===== config.mk =====
export PLATFORM = sky130hd
export DESIGN_NAME = scan_record_stream_deframer
export DESIGN_NICKNAME = d
export VERILOG_FILES = /design/src/rtl/srsd_pkg.sv /design/src/rtl/srsd_parser.sv /design/src/rtl/scan_record_stream_deframer.sv
export VERILOG_INCLUDE_DIRS = /design/src /design/src/rtl
export SDC_FILE = /design/constraint.sdc
export NUM_CORES = 1
export LEC_CHECK = 0
export BUFFER_PORTS_ARGS = -buffer_cell sky130_fd_sc_hd__buf_4
export CORE_MARGIN = 3
export CORE_UTILIZATION = 55
export DETAILED_ROUTE_END_ITERATION = 16
export PLACE_DENSITY = 0.83
export SYNTH_ARGS = -nofsm -noshare
export SYNTH_HDL_FRONTEND = slang
export SYNTH_HIERARCHICAL = 1
export SYNTH_SLANG_ARGS = --single-unit

===== constraint.sdc =====
create_clock -name clk -period 3.65 [get_ports clk]
set_clock_uncertainty 0.1 [all_clocks]
set_input_delay 0 -clock clk [delete_from_list [all_inputs] [get_ports clk]]
set_output_delay 0 -clock clk [all_outputs]
set_load 0.01 [all_outputs]

===== src/rtl/scan_record_stream_deframer_assert.svh =====
// ----------------------------------------------------------------------------
// Assertion macros for the record stream deframer
// Concurrent checks, clocked and disabled in reset; empty when SYNTH is set.
// ----------------------------------------------------------------------------
`ifndef SCAN_RECORD_STREAM_DEFRAMER_ASSERT_SVH
`define SCAN_RECORD_STREAM_DEFRAMER_ASSERT_SVH

`ifndef SYNTH
// property holds at every clock edge out of reset
`define SRSD_ASSERT(label, clk, rst_n, prop) \
	label: assert property (@(posedge clk) disable iff (!rst_n) (prop)) \
		else $error("srsd assertion failed");
// antecedent implies consequent in the same cycle
`define SRSD_ASSERT_IMP(label, clk, rst_n, ante, cons) \
	label: assert property (@(posedge clk) disable iff (!rst_n) (ante) |-> (cons)) \
		else $error("srsd implication failed");
// antecedent implies consequent in the next cycle
`define SRSD_ASSERT_NEXT(label, clk, rst_n, ante, cons) \
	label: assert property (@(posedge clk) disable iff (!rst_n) (ante) |=> (cons)) \
		else $error("srsd next-cycle check failed");
`else
`define SRSD_ASSERT(label, clk, rst_n, prop)
`define SRSD_ASSERT_IMP(label, clk, rst_n, ante, cons)
`define SRSD_ASSERT_NEXT(label, clk, rst_n, ante, cons)
`endif

`endif


===== src/rtl/srsd_pkg.sv =====
// ----------------------------------------------------------------------------
// Record stream deframer package
// Parse phases, byte roles, opcodes and the per-beat result record.
// ----------------------------------------------------------------------------
package srsd_pkg;

	// parser phase
	typedef enum logic [1:0] {
		PH_OPCODE  = 2'd0,
		PH_LENGTH  = 2'd1,
		PH_PAYLOAD = 2'd2
	} phase_t;

	// role tag attached to every output beat
	typedef enum logic [2:0] {
		ROLE_OPCODE  = 3'd0,
		ROLE_LENGTH  = 3'd1,
		ROLE_TEXT    = 3'd2,
		ROLE_FRAME   = 3'd3,
		ROLE_SKIPPED = 3'd4,
		ROLE_END     = 3'd5
	} role_t;

	// record opcodes
	localparam logic [7:0] OP_TEXT_LEN1  = 8'd1;
	localparam logic [7:0] OP_TEXT_LEN2  = 8'd2;
	localparam logic [7:0] OP_FRAME_LEN2 = 8'd5;
	localparam logic [7:0] OP_FRAME_LEN3 = 8'd6;
	localparam logic [7:0] OP_FRAME_LEN4 = 8'd7;

	localparam int unsigned REC_LEN_W = 32;

	// one output beat
	typedef struct packed {
		role_t                  role;
		logic [7:0]             byte_out;
		logic                   record_end;
		logic                   frame_end;
		logic [REC_LEN_W-1:0]   record_length;
		logic                   truncated;
	} result_t;

endpackage


===== src/rtl/srsd_parser.sv =====
// ----------------------------------------------------------------------------
// Record parser next-state logic
// Tags one byte and computes the parser state that follows it.
// ----------------------------------------------------------------------------
module srsd_parser #(
	parameter int LENGTH_BITS = 32
) (
	input  logic [7:0]              data_byte,
	input  logic                    is_end,
	input  srsd_pkg::phase_t        phase,
	input  logic [2:0]              len_left,
	input  logic                    is_frame,
	input  logic [LENGTH_BITS-1:0]  acc,
	input  logic [LENGTH_BITS-1:0]  payload_left,
	output srsd_pkg::phase_t        phase_nxt,
	output logic [2:0]              len_left_nxt,
	output logic                    is_frame_nxt,
	output logic [LENGTH_BITS-1:0]  acc_nxt,
	output logic [LENGTH_BITS-1:0]  payload_left_nxt,
	output srsd_pkg::result_t       result
);

	logic [LENGTH_BITS+7:0] shifted;
	logic [LENGTH_BITS-1:0] acc_upd;
	logic [2:0]             left_eff;
	logic [2:0]             left_dec;
	logic [LENGTH_BITS-1:0] pl_dec;

	// length accumulate with saturation
	assign shifted  = {acc, data_byte};
	assign acc_upd  = (|shifted[LENGTH_BITS+7:LENGTH_BITS]) ? '1 : shifted[LENGTH_BITS-1:0];
	assign left_eff = (len_left == 3'd0) ? 3'd1 : len_left;
	assign left_dec = left_eff - 3'd1;
	assign pl_dec   = (payload_left != '0) ? payload_left - 1'b1 : payload_left;

	// per-byte decode
	always_comb begin
		phase_nxt        = phase;
		len_left_nxt     = len_left;
		is_frame_nxt     = is_frame;
		acc_nxt          = acc;
		payload_left_nxt = payload_left;

		result.role          = srsd_pkg::ROLE_OPCODE;
		result.byte_out      = data_byte;
		result.record_end    = 1'b0;
		result.frame_end     = 1'b0;
		result.record_length = '0;
		result.truncated     = 1'b0;

		if (is_end) begin
			result.role      = srsd_pkg::ROLE_END;
			result.byte_out  = 8'd0;
			result.truncated = (phase == srsd_pkg::PH_LENGTH) ||
				(phase == srsd_pkg::PH_PAYLOAD);
			phase_nxt        = srsd_pkg::PH_OPCODE;
			len_left_nxt     = 3'd0;
			is_frame_nxt     = 1'b0;
			acc_nxt          = '0;
			payload_left_nxt = '0;
		end else begin
			unique case (phase)
				srsd_pkg::PH_LENGTH: begin
					result.role  = srsd_pkg::ROLE_LENGTH;
					len_left_nxt = left_dec;
					acc_nxt      = acc_upd;
					if (left_dec == 3'd0) begin
						result.record_length = srsd_pkg::REC_LEN_W'(acc_upd);
						acc_nxt = '0;
						if (acc_upd == '0) begin
							// zero length ends the record here
							result.record_end = 1'b1;
							result.frame_end  = is_frame;
							phase_nxt         = srsd_pkg::PH_OPCODE;
							is_frame_nxt      = 1'b0;
							payload_left_nxt  = '0;
						end else begin
							payload_left_nxt = acc_upd;
							phase_nxt        = srsd_pkg::PH_PAYLOAD;
						end
					end
				end
				srsd_pkg::PH_PAYLOAD: begin
					result.role      = is_frame ? srsd_pkg::ROLE_FRAME : srsd_pkg::ROLE_TEXT;
					payload_left_nxt = pl_dec;
					if (pl_dec == '0) begin
						result.record_end = 1'b1;
						result.frame_end  = is_frame;
						phase_nxt         = srsd_pkg::PH_OPCODE;
						len_left_nxt      = 3'd0;
						is_frame_nxt      = 1'b0;
						acc_nxt           = '0;
					end
				end
				default: begin
					// opcode byte: pick record kind and length width
					phase_nxt        = srsd_pkg::PH_LENGTH;
					acc_nxt          = '0;
					payload_left_nxt = '0;
					is_frame_nxt     = 1'b0;
					unique case (data_byte)
						srsd_pkg::OP_TEXT_LEN1:  len_left_nxt = 3'd1;
						srsd_pkg::OP_TEXT_LEN2:  len_left_nxt = 3'd2;
						srsd_pkg::OP_FRAME_LEN2: begin
							len_left_nxt = 3'd2;
							is_frame_nxt = 1'b1;
						end
						srsd_pkg::OP_FRAME_LEN3: begin
							len_left_nxt = 3'd3;
							is_frame_nxt = 1'b1;
						end
						srsd_pkg::OP_FRAME_LEN4: begin
							len_left_nxt = 3'd4;
							is_frame_nxt = 1'b1;
						end
						default: begin
							// unknown opcode is skipped
							result.role  = srsd_pkg::ROLE_SKIPPED;
							phase_nxt    = srsd_pkg::PH_OPCODE;
							len_left_nxt = 3'd0;
						end
					endcase
				end
			endcase
		end
	end

endmodule


===== src/rtl/scan_record_stream_deframer.sv =====
// A result beat is registered and appears on m_* in the cycle after its byte is accepted.
// Throughput: one byte per clock while m_tready is high; the parser update is a single pass of logic
// between the parser state registers and the output register.
// s_tready stays high while the output register is empty or being drained.
// Reset (arst_n low, asynchronous) returns the parser to expecting an opcode
// and empties the output register.
// ----------------------------------------------------------------------------
// Record stream deframer top level
// Tags each byte of a record stream with its role and marks record ends.
// ----------------------------------------------------------------------------
`include "scan_record_stream_deframer_assert.svh"

module scan_record_stream_deframer #(
	parameter int LENGTH_BITS = 32
) (
	input  logic        clk,
	input  logic        arst_n,
	input  logic        s_tvalid,
	output logic        s_tready,
	input  logic [7:0]  s_tdata,   // [7:0] data_byte
	input  logic        s_tuser,   // [0] is_end
	output logic        m_tvalid,
	input  logic        m_tready,
	output logic [47:0] m_tdata,   // [7:0] byte_out, [8] frame_end,
	                               // [40:9] record_length, [41] truncated, [47:42] zero
	output logic [2:0]  m_tuser,   // [2:0] byte_role
	output logic        m_tlast    // record_end
);

	srsd_pkg::phase_t        phase_q, phase_nxt;
	logic [2:0]              len_left_q, len_left_nxt;
	logic                    is_frame_q, is_frame_nxt;
	logic [LENGTH_BITS-1:0]  acc_q, acc_nxt;
	logic [LENGTH_BITS-1:0]  payload_q, payload_nxt;
	srsd_pkg::result_t       result;
	srsd_pkg::result_t       res_q;
	logic                    out_valid_q;
	logic                    accept;

	assign s_tready = !out_valid_q || m_tready;
	assign accept   = s_tvalid && s_tready;

	srsd_parser #(
		.LENGTH_BITS (LENGTH_BITS)
	) u_parser (
		.data_byte        (s_tdata),
		.is_end           (s_tuser),
		.phase            (phase_q),
		.len_left         (len_left_q),
		.is_frame         (is_frame_q),
		.acc              (acc_q),
		.payload_left     (payload_q),
		.phase_nxt        (phase_nxt),
		.len_left_nxt     (len_left_nxt),
		.is_frame_nxt     (is_frame_nxt),
		.acc_nxt          (acc_nxt),
		.payload_left_nxt (payload_nxt),
		.result           (result)
	);

	// parser state, advanced on each accepted beat
	always_ff @(posedge clk or negedge arst_n) begin
		if (!arst_n) begin
			phase_q    <= srsd_pkg::PH_OPCODE;
			len_left_q <= 3'd0;
			is_frame_q <= 1'b0;
			acc_q      <= '0;
			payload_q  <= '0;
		end else if (accept) begin
			phase_q    <= phase_nxt;
			len_left_q <= len_left_nxt;
			is_frame_q <= is_frame_nxt;
			acc_q      <= acc_nxt;
			payload_q  <= payload_nxt;
		end
	end

	// output valid flag
	always_ff @(posedge clk or negedge arst_n) begin
		if (!arst_n) begin
			out_valid_q <= 1'b0;
		end else if (accept) begin
			out_valid_q <= 1'b1;
		end else if (m_tready) begin
			out_valid_q <= 1'b0;
		end
	end

	// output payload register
	always_ff @(posedge clk) begin
		if (accept) begin
			res_q <= result;
		end
	end

	assign m_tvalid = out_valid_q;
	assign m_tuser  = res_q.role;
	assign m_tlast  = res_q.record_end;
	assign m_tdata  = {6'd0, res_q.truncated, res_q.record_length,
		res_q.frame_end, res_q.byte_out};

	// checks
	`SRSD_ASSERT_IMP(a_frame_end_is_record_end, clk, arst_n, out_valid_q && res_q.frame_end, res_q.record_end)
	`SRSD_ASSERT_IMP(a_trunc_only_on_end, clk, arst_n, out_valid_q && res_q.truncated, res_q.role == srsd_pkg::ROLE_END)
	`SRSD_ASSERT_NEXT(a_end_clears_phase, clk, arst_n, accept && s_tuser, phase_q == srsd_pkg::PH_OPCODE && acc_q == '0)
	`SRSD_ASSERT_IMP(a_length_has_bytes, clk, arst_n, phase_q == srsd_pkg::PH_LENGTH, len_left_q != 3'd0)
	`SRSD_ASSERT_IMP(a_payload_nonzero, clk, arst_n, phase_q == srsd_pkg::PH_PAYLOAD, payload_q != '0)

endmodule


==> impl_metrics.csv <==
group,metric,value,unit
cells_and_area,fill_cells,970,
die,io_pins,67,
timing,tightest_slew,0.995,ns
global_routing,gr-total-overflow,0,
critical_path,cp_data_arrival_time,3.79,ns
synth,synthTopCellsByArea,"dfrtp_1 24%, edfxtp_1 19%, mux2_4 14%",
power_and_ir_drop,p_leak,0.00394,uW
global_routing,grt_pass1_vias,6550,
cts,clkTransAtPathRegs,0.05,ns
route,routed-via-count,6588,
critical_path,worstPathMaxFanout,36,
power_and_ir_drop,peakVddDrop,0.314,mV
power_and_ir_drop,power_density,374,nW/um^2
synth,synth_area_per_cell,9.82,sq um
synth,yosysSeqAreaShare,42.4,%
route,ant_nets,0,
global_routing,grt.total_usage,29.9,%
timing,final_max_slew_viol_count,0,
synth,ys_dominant_reg_cell,"dfrtp_1",
cells_and_area,area_growth,21.6,%
cells_and_area,drive_gt1_share,28.0,%
power_and_ir_drop,comb_power_share,8.5,%
die,core-area,12900,sq um
timing,slew_headroom,33.7,%
critical_path,worstSetupPathType,"flip-flop to flip-flop",
critical_path,cp.required,3.85,ns
run_status,outcome,"finished clean",
critical_path,path_delay_family,"simple AND/OR/NAND/NOR gates",
route,wirelength,21800,um
synth,synth-seq-cells,117,
timing,final.min_clock_period,3.59,ns
synth,syn_inst,759,
route,drt_iter0_drc,821,
critical_path,crit_buf_inv,2,
synth,synth-edff-count,46,
hold_path,hold_path_class,"primary input to asynchronous set/reset pin",
cells_and_area,design_area,9060,sq um
critical_path,worstSetupStartpointType,"flip-flop",
synth,synth_top_cell_area_share,23.8,%
placement,port_buffers,60,
timing,fin_crit_sh,98.4,%
timing,fmax,0.278,GHz
run,maxCapViolCount,0,
die,die_area,15000,sq um
cts,numCtsBuffers,17,
placement,place.gp.congestion,1.00,
power_and_ir_drop,p_int,2570,uW
cts,clock_path_buffers,2,
die,rows,41,
synth,ys_top_cells_by_count,"152 x nor2_1, 71 x dfrtp_1, 69 x mux2_4",
cts,numClockSinks,117,
global_routing,grt_max_degree,72,
cts,cts_root_buffer,"clkbuf_16",
die,die_w,122,um
cells_and_area,final_nets,876,
synth,ys_types,64,
route,post-route-drc-count,0,
route,firstDrtPassIters,6,
placement,dpl_cell_area,8220,sq um
synth,synth_area,7450,sq um
timing,whs,0.135,ns
critical_path,slowest_delay,0.54,ns
synth,async_flop_share,60.7,%
cts,insertion_delay,0.42,ns
cts,ctsHtreeMaxLevel,4,
critical_path,critical_path.endpoint_type,"flip-flop",
power_and_ir_drop,swShare,23.9,%
synth,yosysMostFrequentCell,"nor2_1",
power_and_ir_drop,p_seq_share,41.6,%
critical_path,worst_path_max_delay_cell,"or4_4",
route,vias_per_cell,6.32,
die,start_util,57.6,%
power_and_ir_drop,p_sw,810,uW
critical_path,crit_chain,"inv_1 > ha_2 > or3b_2 > xnor2_1 > o311ai_2 > nand3_1 > or4_4 > o31ai_4 > buf_12 > o22ai_1 > mux2_4",
placement,dpl.hpwl,14200,um
timing,setup_viol,0,
timing,hold_viol,0,
cells_and_area,diodes,0,
power_and_ir_drop,clockPowerShare,49.9,%
die,fp.dieH,122,um
global_routing,antenna_found_initial,0,
cts,cts_tree,"yes",
route,wl_per_cell,20.9,um
synth,synth_top_cell_by_area,"dfrtp_1",
global_routing,grt_pass1_wl,34400,um
synth,synth_warnings,6,
-- worst paths after layout --
check,from,to,slack (ns),depth (start not counted)
min in group clk,m_tready,s_tready,0.22,3
hold reg to reg,acc_q[30]$_DFFE_PN0P_,acc_q[30]$_DFFE_PN0P_,0.44,1
setup / recovery,payload_q[0]$_DFFE_PN0P_,acc_q[3]$_DFFE_PN0P_,0.06,11
setup reg to reg,payload_q[0]$_DFFE_PN0P_,acc_q[3]$_DFFE_PN0P_,0.06,11
max in group asynchronous,arst_n,payload_q[16]$_DFFE_PN0P_,2.62,2
hold / removal,arst_n,payload_q[27]$_DFFE_PN0P_,0.14,2
-- power groups by stage --
| stage | logic, uW | registers, uW | clock network (uW) |
|---|---|---|---|
| final | 288 | 1410 | 1690 |
| after global routing | 309 | 1410 | 1770 |
| after CTS | 284 | 1410 | 1690 |
| after detailed placement | 266 | 1430 | 0 |
| after global placement | 258 | 1430 | 0 |
| after floorplan | 156 | 1440 | 0 |
-- cells in the final DEF (no fill, tap or decap), types with 19 or more instances in the layout --
master / netlist / final
a211oi_1: 31 / 31
a21oi_1: 38 / 38
buf_4: 6 / 114
dfrtp_1: 71 / 71
dlygate4sd3_1: 0 / 19
edfxtp_1: 46 / 46
mux2_4: 69 / 69
nand2_1: 59 / 59
nor2_1: 152 / 151
o22ai_1: 33 / 33
-- final cells by class --
cell class	count	area [sq um]	share of cell area, %
multi-input combinational	576	3990	44.0
clock buffer	19	433	4.78
sequential	117	3160	34.9
tap	172	215	2.38
clock inverter	13	156	1.73
timing repair buffer	134	1070	11.8
inverter	11	41.3	0.456
-- through the flow --
stage                     power (uW)  utilization, %   TNS, ns  setup slack (ns)  std cells
after detailed placement        1700            63.6         0            0.0111        988
after CTS                       3380            69.6         0            0.0149       1039
after global placement          1690            63.6   -0.0309           -0.0309        988
after floorplan                 1600               -         0            0.0776        764
after global routing            3490            70.1  -0.00852          -0.00518       1042
final                           3380            70.1         0            0.0584       1042
-- layer usage --
metal | GRT usage [%] | wire [um] | vias up
met5 | 0 | 0 | -
met1 | 38.3 | 8940 | 3228
met4 | 15.0 | 986 | 0
met2 | 49.1 | 10400 | 342
li1 | - | - | 2931
met3 | 5.02 | 1490 | 87
-- registers in the layout, summed over array words and instances (netlist names) --
| signal | flops |
|---|---|
| acc_q | 32 |
| is_frame_q | 1 |
| len_left_q | 3 |
| m_tdata | 42 |
| m_tlast | 1 |
| m_tuser | 3 |
| m_tvalid | 1 |
| payload_q | 32 |
| phase_q | 2 |
-- cell families after synthesis --
kind of cell	after synthesis	share of synthesized area (%)
AOI/OAI and AO/OA	150	13.3
muxes	71	14.2
adders and majority gates	6	1.01
and+or+nand+nor	319	21.3
buffers and inverters	71	4.94
other	1	0.0503
DFF	117	42.4
xor gates and xnor gates	24	2.82
-- what timing repair did --
| action | CTS | global route |
|---|---|---|
| setup endpoints to repair | 3 | 40 |
| hold buffers | 19 | 0 |
| pin swaps | 1 | 5 |
| resized for setup | 0 | 8 |
| buffers inserted | 0 | 3 |
| hold endpoints to repair | 92 | 0 |
No activity file was read; power rests on OpenSTA's default activity.
